--- src/tcbd_pkg.sv ---
// Shared types and constants for the three-channel button dimmer.
// No dependencies; imported by every module of the block.
package tcbd_pkg;

  localparam int unsigned NUM_CH = 3;

  localparam logic OP_TICK  = 1'b0;
  localparam logic OP_WRITE = 1'b1;

  localparam logic [1:0] REG_LONG_PRESS    = 2'd0;
  localparam logic [1:0] REG_FAST_STEP     = 2'd1;
  localparam logic [1:0] REG_RAMP_FLOOR    = 2'd2;
  localparam logic [1:0] REG_RELAY_TIMEOUT = 2'd3;

  localparam logic [5:0] LONG_PRESS_RESET    = 6'd50;
  localparam logic [6:0] FAST_STEP_RESET     = 7'd9;
  localparam logic [7:0] RAMP_FLOOR_RESET    = 8'd13;
  localparam logic [7:0] RELAY_TIMEOUT_RESET = 8'd255;

  localparam logic [5:0] LONG_PRESS_MAX = 6'd62;
  localparam logic [5:0] SHORT_MIN      = 6'd2;
  localparam logic [7:0] LEVEL_FULL     = 8'd255;
  localparam logic [7:0] RAMP_TOP       = 8'd254;

  typedef enum logic [2:0] {
    INTENT_OFF        = 3'd0,
    INTENT_ON         = 3'd1,
    INTENT_UP         = 3'd2,
    INTENT_DOWN       = 3'd3,
    INTENT_STABLE_ON  = 3'd4,
    INTENT_STABLE_OFF = 3'd5,
    INTENT_EXT        = 3'd6
  } intent_t;

  typedef struct packed {
    logic [5:0] long_press;
    logic [6:0] fast_step;
    logic [7:0] ramp_floor;
  } lane_cfg_t;

  typedef struct packed {
    logic tick;
    logic write;
  } lane_ctl_t;

endpackage

--- src/tcbd_lane.sv ---
// One dimmer channel: button scan, intent and level stepping.
// Depends on tcbd_pkg.
module tcbd_lane
  import tcbd_pkg::*;
(
  input  logic       clk,
  input  logic       rst,
  input  lane_ctl_t  ctl,
  input  lane_cfg_t  cfg,
  input  logic       button,
  input  logic [7:0] target,
  output logic [7:0] level_next
);

  logic       prev;
  logic [5:0] hold;
  logic [7:0] level;
  intent_t    intent;
  logic       mark;
  logic [7:0] ext;

  logic       prev_next;
  logic [5:0] hold_next;
  intent_t    intent_next;
  logic       mark_next;
  logic [7:0] ext_next;

  always_comb begin
    logic [7:0] lv;
    logic [5:0] h;
    logic [8:0] sum;
    intent_t    in;
    logic       m;
    prev_next = prev;
    hold_next = hold;
    ext_next  = ext;
    lv        = level;
    in        = intent;
    m         = mark;
    h         = hold;
    sum       = 9'd0;
    if (ctl.write) begin
      ext_next = target;
      in       = (target == 8'd0) ? INTENT_OFF : INTENT_EXT;
    end else if (ctl.tick) begin
      if (button) begin
        if (prev) begin
          if (h < cfg.long_press) h = h + 6'd1;
          if (h == cfg.long_press) begin
            h = h + 6'd1;
            if (lv == 8'd0 || !m) begin
              m  = 1'b1;
              in = INTENT_UP;
            end else begin
              m  = 1'b0;
              in = INTENT_DOWN;
            end
          end
        end
      end else begin
        if (prev) begin
          if (h > SHORT_MIN && h < cfg.long_press) begin
            in = (lv == 8'd0) ? INTENT_ON : INTENT_OFF;
          end else if (h >= cfg.long_press) begin
            in = INTENT_STABLE_ON;
            if (lv < cfg.ramp_floor) lv = cfg.ramp_floor;
          end
        end
        h = 6'd0;
      end
      hold_next = h;
      prev_next = button;

      unique case (in)
        INTENT_ON: begin
          sum = {1'b0, lv} + {2'b00, cfg.fast_step};
          if (sum < {1'b0, LEVEL_FULL}) begin
            lv = sum[7:0];
          end else begin
            lv = LEVEL_FULL;
            in = INTENT_STABLE_ON;
          end
          m = 1'b1;
        end
        INTENT_OFF: begin
          if (lv > {1'b0, cfg.fast_step}) begin
            lv = lv - {1'b0, cfg.fast_step};
          end else begin
            lv = 8'd0;
            in = INTENT_STABLE_OFF;
          end
          m = 1'b0;
        end
        INTENT_UP: begin
          if (lv < RAMP_TOP) begin
            lv = lv + 8'd1;
          end else begin
            lv = LEVEL_FULL;
            in = INTENT_STABLE_ON;
          end
        end
        INTENT_DOWN: begin
          if ({1'b0, lv} > {1'b0, cfg.ramp_floor} + 9'd1) begin
            lv = lv - 8'd1;
          end else begin
            lv = cfg.ramp_floor;
            in = INTENT_STABLE_ON;
          end
        end
        INTENT_EXT: begin
          if (lv > ext) begin
            if (lv - ext > {1'b0, cfg.fast_step}) begin
              lv = lv - {1'b0, cfg.fast_step};
            end else begin
              lv = ext;
              in = INTENT_STABLE_ON;
            end
            m = 1'b0;
          end else if (lv < ext) begin
            if (ext - lv > {1'b0, cfg.fast_step}) begin
              lv = lv + {1'b0, cfg.fast_step};
            end else begin
              lv = ext;
              in = INTENT_STABLE_ON;
            end
            m = 1'b1;
          end else begin
            in = INTENT_STABLE_ON;
          end
        end
        default: begin
        end
      endcase
    end
    level_next  = lv;
    intent_next = in;
    mark_next   = m;
  end

  always_ff @(posedge clk) begin
    if (rst) begin
      prev   <= 1'b0;
      hold   <= 6'd0;
      level  <= 8'd0;
      intent <= INTENT_OFF;
      mark   <= 1'b0;
      ext    <= 8'd0;
    end else begin
      prev   <= prev_next;
      hold   <= hold_next;
      level  <= level_next;
      intent <= intent_next;
      mark   <= mark_next;
      ext    <= ext_next;
    end
  end

  a_hold_idle: assert property (@(posedge clk) disable iff (rst)
    !prev |-> hold == 6'd0)
    else $error("hold count running with button released");

  a_write_keeps_level: assert property (@(posedge clk) disable iff (rst)
    ctl.write |=> $stable(level))
    else $error("level moved on a write word");

endmodule

--- src/tcbd_relay.sv ---
// Merging stage: relay timer and relay drive from the lanes' new levels.
// Depends on tcbd_pkg.
module tcbd_relay
  import tcbd_pkg::*;
(
  input  logic       clk,
  input  logic       rst,
  input  logic       tick,
  input  logic       any_lit,
  input  logic [7:0] timeout,
  output logic       relay_next,
  output logic       relay_state
);

  logic [7:0] timer;
  logic [7:0] timer_inc;
  logic [7:0] timer_next;

  assign timer_inc = timer + 8'd1;

  always_comb begin
    timer_next = timer;
    relay_next = relay_state;
    if (tick) begin
      if (any_lit) begin
        timer_next = 8'd0;
        relay_next = 1'b1;
      end else begin
        timer_next = timer_inc;
        if (timer_inc == timeout) relay_next = 1'b0;
      end
    end
  end

  always_ff @(posedge clk) begin
    if (rst) begin
      timer       <= 8'd0;
      relay_state <= 1'b0;
    end else begin
      timer       <= timer_next;
      relay_state <= relay_next;
    end
  end

  a_idle_stable: assert property (@(posedge clk) disable iff (rst)
    !tick |=> $stable(timer) && $stable(relay_state))
    else $error("relay state moved without a tick");

  a_lit_energized: assert property (@(posedge clk) disable iff (rst)
    tick && any_lit |=> relay_state && timer == 8'd0)
    else $error("relay not energized while a channel is lit");

endmodule

--- src/three_channel_button_dimmer.sv ---
// Top level of the three-channel button dimmer: lanes, relay merge, output word.
// Depends on tcbd_pkg, tcbd_lane and tcbd_relay.
//
//   channel | handshake           | payload
//   in      | in_valid / in_stall | opcode, buttons_pressed, target_level_0..2
//   out     | out_valid/out_stall | level_0..2, relay_on
//   cfg     | cfg_we              | cfg_index, cfg_data
//
// One word per cycle while in_stall is low; each word is done in the cycle it is
// accepted, and its result sits in the output register from the next cycle on.
// in_stall is high only while a result word waits under out_stall.
// Reset is synchronous and restores all channel state and register defaults.
module three_channel_button_dimmer
  import tcbd_pkg::*;
(
  input  logic       clk,
  input  logic       rst,
  input  logic       in_valid,
  output logic       in_stall,
  input  logic       opcode,
  input  logic [2:0] buttons_pressed,
  input  logic [7:0] target_level_0,
  input  logic [7:0] target_level_1,
  input  logic [7:0] target_level_2,
  output logic       out_valid,
  input  logic       out_stall,
  output logic [7:0] level_0,
  output logic [7:0] level_1,
  output logic [7:0] level_2,
  output logic       relay_on,
  input  logic       cfg_we,
  input  logic [1:0] cfg_index,
  input  logic [7:0] cfg_data
);

  logic [5:0] long_press_ticks;
  logic [6:0] fast_step;
  logic [7:0] ramp_floor;
  logic [7:0] relay_timeout_ticks;

  always_ff @(posedge clk) begin
    if (rst) begin
      long_press_ticks    <= LONG_PRESS_RESET;
      fast_step           <= FAST_STEP_RESET;
      ramp_floor          <= RAMP_FLOOR_RESET;
      relay_timeout_ticks <= RELAY_TIMEOUT_RESET;
    end else if (cfg_we) begin
      unique case (cfg_index)
        REG_LONG_PRESS:    long_press_ticks    <= cfg_data[5:0];
        REG_FAST_STEP:     fast_step           <= cfg_data[6:0];
        REG_RAMP_FLOOR:    ramp_floor          <= cfg_data;
        REG_RELAY_TIMEOUT: relay_timeout_ticks <= cfg_data;
        default: begin
        end
      endcase
    end
  end

  logic      in_acc;
  lane_ctl_t ctl;
  lane_cfg_t lane_cfg;

  assign in_stall  = out_valid && out_stall;
  assign in_acc    = in_valid && !in_stall;
  assign ctl.tick  = in_acc && (opcode == OP_TICK);
  assign ctl.write = in_acc && (opcode == OP_WRITE);

  assign lane_cfg.long_press = (long_press_ticks > LONG_PRESS_MAX) ? LONG_PRESS_MAX
                                                                   : long_press_ticks;
  assign lane_cfg.fast_step  = fast_step;
  assign lane_cfg.ramp_floor = ramp_floor;

  logic [7:0] targets [NUM_CH];
  logic [7:0] lvl_next [NUM_CH];
  logic       any_lit;
  logic       relay_next;
  logic       relay_state;

  assign targets[0] = target_level_0;
  assign targets[1] = target_level_1;
  assign targets[2] = target_level_2;

  for (genvar c = 0; c < NUM_CH; c++) begin : g_lane
    tcbd_lane u_lane (
      .clk        (clk),
      .rst        (rst),
      .ctl        (ctl),
      .cfg        (lane_cfg),
      .button     (buttons_pressed[c]),
      .target     (targets[c]),
      .level_next (lvl_next[c])
    );
  end

  assign any_lit = (lvl_next[0] != 8'd0) || (lvl_next[1] != 8'd0) || (lvl_next[2] != 8'd0);

  tcbd_relay u_relay (
    .clk         (clk),
    .rst         (rst),
    .tick        (ctl.tick),
    .any_lit     (any_lit),
    .timeout     (relay_timeout_ticks),
    .relay_next  (relay_next),
    .relay_state (relay_state)
  );

  always_ff @(posedge clk) begin
    if (rst) begin
      out_valid <= 1'b0;
    end else if (in_acc) begin
      out_valid <= 1'b1;
    end else if (!out_stall) begin
      out_valid <= 1'b0;
    end
  end

  always_ff @(posedge clk) begin
    if (in_acc) begin
      level_0  <= lvl_next[0];
      level_1  <= lvl_next[1];
      level_2  <= lvl_next[2];
      relay_on <= relay_next;
    end
  end

  a_result_follows: assert property (@(posedge clk) disable iff (rst)
    in_acc |=> out_valid && relay_on == relay_state)
    else $error("accepted word produced no matching result");

endmodule
--- config.mk ---
export PLATFORM = sky130hd
export DESIGN_NAME = three_channel_button_dimmer
export DESIGN_NICKNAME = d
export VERILOG_FILES = /design/src/tcbd_pkg.sv /design/src/tcbd_lane.sv /design/src/tcbd_relay.sv /design/src/three_channel_button_dimmer.sv
export SDC_FILE = /design/constraint.sdc
export NUM_CORES = 1
export LEC_CHECK = 0
export ABC_AREA = 1
export BUFFER_PORTS_ARGS = -buffer_cell sky130_fd_sc_hd__buf_4
export CAP_MARGIN = 25
export CELL_PAD_IN_SITES_DETAIL_PLACEMENT = 1
export CELL_PAD_IN_SITES_GLOBAL_PLACEMENT = 2
export CORE_UTILIZATION = 36
export DETAILED_ROUTE_END_ITERATION = 8
export PLACE_DENSITY_LB_ADDON = 0.05
export SLEW_MARGIN = 15
export SYNTH_ARGS = -nofsm -noshare
export SYNTH_HDL_FRONTEND = slang
export SYNTH_SLANG_ARGS = --single-unit
--- constraint.sdc ---
create_clock -name clk -period 7.7 [get_ports clk]
set_input_delay 0.385 -clock clk [delete_from_list [all_inputs] [get_ports clk]]
set_output_delay 0.385 -clock clk [all_outputs]
set_load 0.01 [all_outputs]
## Yosys cells after proc, flatten, opt, wreduce, memory -nomap -nowiden

Index checks and enable logic that the tools add are counted.

| storage, ports and cells | value |
|---|---|
| flip-flop bits (word level) | 145 |
| output and inout port bits | 27 |
| input port bits | 43 |

| operators by class | value |
|---|---|
| order comparisons | 37 |
| $add $sub $neg | 29 |
| reduce and logical (&&, ||, !) cells | 38 |
| equal/unequal tests | 23 |
| bitwise gates (word level) | 2 |
| multiplexer cells | 172 |

Operators by type and width:

| operator | number |
|---|---|
| $mux W8 | 52 |
| $mux W3 | 57 |
| $mux W6 | 25 |
| $pmux W8 S5 | 3 |
| $gt A8 B7 Y1 | 9 |
| $logic_not A8 Y1 | 6 |
| $lt A8 B8 Y1 | 6 |
| $sub A8 B8 Y8 | 6 |
| $pmux W3 S5 | 3 |
| $add A6 B1 Y6 const B | 6 |
| $add A8 B1 Y8 const B | 4 |
| $mux W1 | 29 |
| $add A8 B7 Y9 | 3 |
| $gt A8 B9 Y1 | 3 |
| $lt A9 B8 Y1 const B | 3 |
| $add A8 B7 Y8 | 3 |
| $gt A8 B8 Y1 | 3 |
| $lt A8 B8 Y1 const B | 3 |
| $reduce_bool A8 Y1 | 3 |
| $sub A8 B1 Y8 const B | 3 |
| $sub A8 B7 Y8 | 3 |
| $eq A3 B2 Y1 const B | 6 |
| $eq A6 B6 Y1 | 3 |
| $ge A6 B6 Y1 | 3 |
| 20 further kinds | 56 |

## Logic depth before layout (Yosys ltp)

| depth | value |
|---|---|
| word-level depth | 23 |
| gate-level depth with buffers | 47 |
| depth with buffers taken out | 46 |

## Cells and area by module

Synthesis repeated with hierarchy kept, for this count alone.

| unflattened totals | value |
|---|---|
| cells, all modules | 3141 |
| area, all modules | 19733.9 µm² |

Modules (own cells, without submodules):

| module | sequential area each (µm²) | instances | area each (µm²) | cells an instance |
|---|---|---|---|---|
| tcbd_lane at g_lane[2].u_lane | 540.5 | 1 | 5791.8 | 970 |
| tcbd_lane at g_lane[0].u_lane | 540.5 | 1 | 5575.3 | 930 |
| tcbd_lane at g_lane[1].u_lane | 540.5 | 1 | 5552.8 | 921 |
| three_channel_button_dimmer | 1351.3 | 1 | 2127.0 | 201 |
| tcbd_relay | 180.2 | 1 | 686.9 | 119 |

## Worst setup path after synthesis

OpenSTA, ideal clock, no wires.

| timing | value |
|---|---|
| path type | register to register |
| start point | register long_press_ticks[3] |
| end point | register relay_on (data pin) |
| stages on the path, launching flop included | 40 |
| arrival | 5631 ps |
| clock period less this slack | 5902 ps |
| setup slack | 1798 ps |
| cell sequence | dfxtp_1 > inv_2 > nor3_1 > nor2_1 > ha_1 > o21bai_1 > nand3_4 > nand2_4 > nor2_4 > nor2_4 > nand2_4 > buf_6 > o21ai_4 > inv_2 > ha_1 > fa_1 > o21ai_0 > nand3_1 > [4 not listed] > o22ai_1 > nand2_1 > clkbuf_1 > nand2_1 > o211ai_1 > nand2_1 > nand2_1 > nand2_1 > nor2_1 > nand2_1 > a21boi_1 > nand2_1 > nor2_1 > nand2_1 > nor2_4 > nand2_4 > nand2_2 > nand2_1 |

| on the way | value |
|---|---|
| word-level cells in the longest chain between the ends | 23 |
| elaborated cells between the ends (all ways) | 171 |
| classes of those cells | add/sub: 21; order compare: 31; eq/ne: 15; mux: 93; reduce/logical: 11 |

Ends and longest elaborated chain:

| item | line | RTL |
|---|---|---|
| start, declared | three_channel_button_dimmer.sv:36 | `logic [5:0] long_press_ticks;` |
| start signal, assigned | three_channel_button_dimmer.sv:49 | `REG_LONG_PRESS: long_press_ticks <= cfg_data[5:0];` |
| $gt A6 B6 Y1 | three_channel_button_dimmer.sv:68 | `assign lane_cfg.long_press = (long_press_ticks > LONG_PRESS_MAX) ? LONG_PRESS_MAX` |
| $mux W6 (*) | three_channel_button_dimmer.sv:68 |  |
| branches (longest 18 deep; another with $sub A8 B8 Y8) | -- |  |
| $logic_or A1 B1 Y1 (*) | three_channel_button_dimmer.sv:95 | `assign any_lit = (lvl_next[0] != 8'd0) \|\| (lvl_next[1] != 8'd0) \|\| (lvl_next[2] != 8'd0);` |
| $mux W1 (*) | tcbd_relay.sv:25 | `if (any_lit) begin` |
| $mux W1 (*) | tcbd_relay.sv:24 | `if (tick) begin` |
| named net relay_next | three_channel_button_dimmer.sv:76 | `logic relay_next;` |
| end signal, assigned | three_channel_button_dimmer.sv:122 | `relay_on <= relay_next;` |
| end, declared | three_channel_button_dimmer.sv:30 | `output logic relay_on,` |

Mark *: on every way through the listed nets, which the timed path passes. The select of a mux whose other input is x is not followed.
A chain may end at the register's enable or synchronous reset.

## Worst setup path after layout

| timing | value |
|---|---|
| start point | register long_press_ticks[4] |
| end point | register relay_on (data pin) |

| on the way | value |
|---|---|
| elaborated cells between the ends (all ways) | 171 |
| classes of those cells | add/sub: 21; order compare: 31; eq/ne: 15; mux: 93; reduce/logical: 11 |

RTL lines:

| item | line | RTL |
|---|---|---|
| $gt A6 B6 Y1 | three_channel_button_dimmer.sv:68 |  |
| $mux W6 (*) | three_channel_button_dimmer.sv:68 |  |
| branches (longest 13 deep; another with $sub A8 B8 Y8) | -- |  |
| $pmux W8 S5 (*) | tcbd_lane.sv:74 | `unique case (in)` |
| $mux W8 (*) | tcbd_lane.sv:45 | `end else if (ctl.tick) begin` |
| $mux W8 (*) | tcbd_lane.sv:42 | `if (ctl.write) begin` |
| named net g_lane[2].u_lane.level_next[1] | tcbd_lane.sv:12 | `output logic [7:0] level_next` |
| $reduce_bool A8 Y1 (*) | three_channel_button_dimmer.sv:95 |  |
| $logic_or A1 B1 Y1 (*) | three_channel_button_dimmer.sv:95 |  |
| $mux W1 (*) | tcbd_relay.sv:25 |  |
| $mux W1 (*) | tcbd_relay.sv:24 |  |
| named net relay_next | three_channel_button_dimmer.sv:76 |  |

Marked as above.

==> results.cfg <==
[outcome]
status = finished, final reports clean

[routing]
wirelength_um = 77900
wire_per_inst_um = 21.7
drt-initial-drc-count = 1248
drt.antenna.violating_nets = 0
vias_per_cell = 5.50
drt_first_pass_iters = 5
via_count = 19800
drc = 0

[final_layout]
fin_area_um2 = 20100
drive_gt1_share_pct = 11.7
finalNetCount = 3170
nFillCells = 6572
areaGrowthSynthToFinish_pct = 10.8
final_util_pct = 40.8

[place]
place_congestion = 0.945
dp_slack_ns = 0.422
portBuffers = 69
dpl-instance-area_um2 = 19500
dpl.hpwl_um = 62100

[setup_path]
criticalPathCategory = reg -> reg
cp_common_cell = nand2_1
crit_family = simple AND/OR/NAND/NOR gates
critPathSlowestCell = dfxtp_1
worstPathMaxFanout = 16
reg2reg_from = long_press_ticks[4]
worstPathArrival_ns = 7.44
setup.reg_to_reg.worst_slack_ns = 0.49
worst_path_largest_cell_delay_ns = 0.49
startpoint = long_press_ticks[4]
required_ns = 7.93
startpoint_type = flip-flop
crit_path_end_kind = flip-flop
crit_buf_inv = 4

[yosys]
syn_nets = 3110
synth_compound_area_share_pct = 18.3
ys_top_cells_by_count = nand2_1 (747), inv_1 (333), nand3_1 (236), o21ai_0 (202), ha_1 (200)
synth-edff-count = 25
syn-mean-instance-area_um2 = 6.36
ys.flop_type = dfxtp_1
synth_top_area_share_pct = 15.4
synthSimpleGateAreaFrac_pct = 34.9
yosys_warnings = 0
synth-xor-area-share_pct = 4.68
synth_seq_area_share_pct = 17.4
yosysTopAreaCell = nand2_1
synth_top_family_by_area = simple AND/OR/NAND/NOR gates
synthArstFlopShare_pct = 0
synth_adder_area_share_pct = 15.0
ys_top_cells_by_area = nand2_1 (15%), ha_1 (14%), dfxtp_1 (13%)
yosysUniqueCellTypes = 63
synth_most_common_cell = nand2_1
synthMuxAreaShare_pct = 0
syn_area_um2 = 18200
synth-seq-cells = 145
postSynthCellCount = 2856

[power]
p_sw_share_pct = 48.3
switchingPower_uw = 1720
peakVddDrop_mv = 0.147
p_seq_share_pct = 24.6
powerDensity_nw_per_um2 = 176
combPwrFrac_pct = 50.1
clkPwrFrac_pct = 25.3
p_leak_uw = 0.0100
p_int_uw = 1840

[floorplanning]
die-area_um2 = 51400
start_util_pct = 36.8
pin_count = 70
rows = 81
dieWidth_um = 227
coreArea_um2 = 49400
die_y_um = 227

[global_routing]
grt_pass1_wl_um = 119000
grt_max_degree = 66
antenna_found_initial = 1
first_global_vias = 20100
grt-ovfl-total = 0
grt_usage_pct = 30.7

[clock_network]
cts-buffers-inserted = 17
cts_hold_repair.buffers = 0
clk_pin_slew_worst_paths_ns = 0.08
h-tree-depth = 4
cts-root-buf = clkbuf_16
cts_tree = done
cts_setup_buffers = 0
cts_buffer_depth = 2
clock_sinks = 145
post_cts.resized_instances = 0
clock_latency_ns = 0.49

[sta]
fin_skew_ns = 0.0179
worst_slew_pin_slew_ns = 0.844
period_needed_ns = 7.21
slew_headroom_pct = 43.6
finalSetupTns_ns = 0
fmax_mhz = 139
fin_crit_sh_pct = 93.6
rsz0062_at_grt = no
finalSetupViolCount = 0
hold_violations = 0
setup_slack_ns = 0.490
finalMaxSlewViolations = 0

[hold_path]
hold_path.class = in -> reg
holdCritStartpoint = cfg_data[6]

[run]
drv_cap = 0
==> per-stage QoR <==
stage / hold WS, ns / std cells / total power, uW
after floorplan: 0.430 / 2856 / 2060
after global placement: 0.467 / 3560 / 2590
after detailed placement: 0.475 / 3560 / 2630
after CTS: 0.157 / 3592 / 3550
after global routing: 0.182 / 3594 / 3790
final: 0.183 / 3594 / 3550
==> power groups by stage <==
stage          clock network (uW)  registers [uW]  logic, uW
2_1_floorplan                   0             876       1190
3_3_place_gp                    0             890       1700
3_5_place_dp                    0             892       1740
4_1_cts                       923             875       1750
5_1_grt                       946             880       1960
6_report                      898             875       1780
==> worst paths after layout <==
kind | end | depth (start not counted)
max | relay_on | 39
min | relay_timeout_ticks[6] | 3
max reg2reg | relay_on | 39
min reg2reg | long_press_ticks[0] | 2
==> placed cells by master, fill, tap and decap left out, types with 25 or more instances in the layout <==
master and count:
a21oi_1 199, dfxtp_1 120, xor2_1 79, nand4_1 31
buf_4 120, edfxtp_1 25, inv_1 333, o21ai_0 200
nor2_1 178, nand3_1 236, nor3_1 30, nand2_2 50
ha_1 199, nand2_1 743, o211ai_1 43
==> kinds of logic (layout without fill, tap and decap cells) <==
kind of cell | after synthesis | after routing
AO/OA/AOI/OAI | 571 | 571
XOR/XNOR | 97 | 97
adder cells (fa/ha/maj) | 211 | 211
buffers and inverters | 443 | 516
flip-flops | 145 | 145
other | 0 | 1
AND/OR/NAND/NOR | 1389 | 1389
==> worst reg2reg max path, delay by kind of cell (launching register included) <==
family / cells / cell delay [ns]
and+or+nand+nor: 26 / 3.75
adders and majority gates: 3 / 1.04
buffers and inverters: 4 / 0.72
xor gates and xnor gates: 1 / 0.15
AOI/OAI and AO/OA: 5 / 0.84
DFF: 1 / 0.49
==> cell type report <==
cell class	count	area, um^2	share of cell area [%]
diodes	1	2.50	0.0124
well taps	664	831	4.13
repair buffers	121	908	4.51
multi-input cells	2268	13300	65.9
clock buffers	17	425	2.11
flip-flops and latches	145	3150	15.7
inverters	363	1370	6.80
clock inverters	15	174	0.864
==> registers in the layout, summed over array words and instances, names as in the netlist, 9 cells and up <==
| name | cells |
|---|---|
| g_lane.u_lane.hold | 18 |
| g_lane.u_lane.level | 24 |
| g_lane.u_lane.intent | 9 |
| g_lane.u_lane.ext | 24 |
==> layer usage <==
metal  track usage, %  part of all wire [%]
met5                0                     0
met1             42.3                    48
met2             49.2                    45
met4             8.37                   2.2
met3             4.60                   5.3
Power figures use the tool's default switching activity.
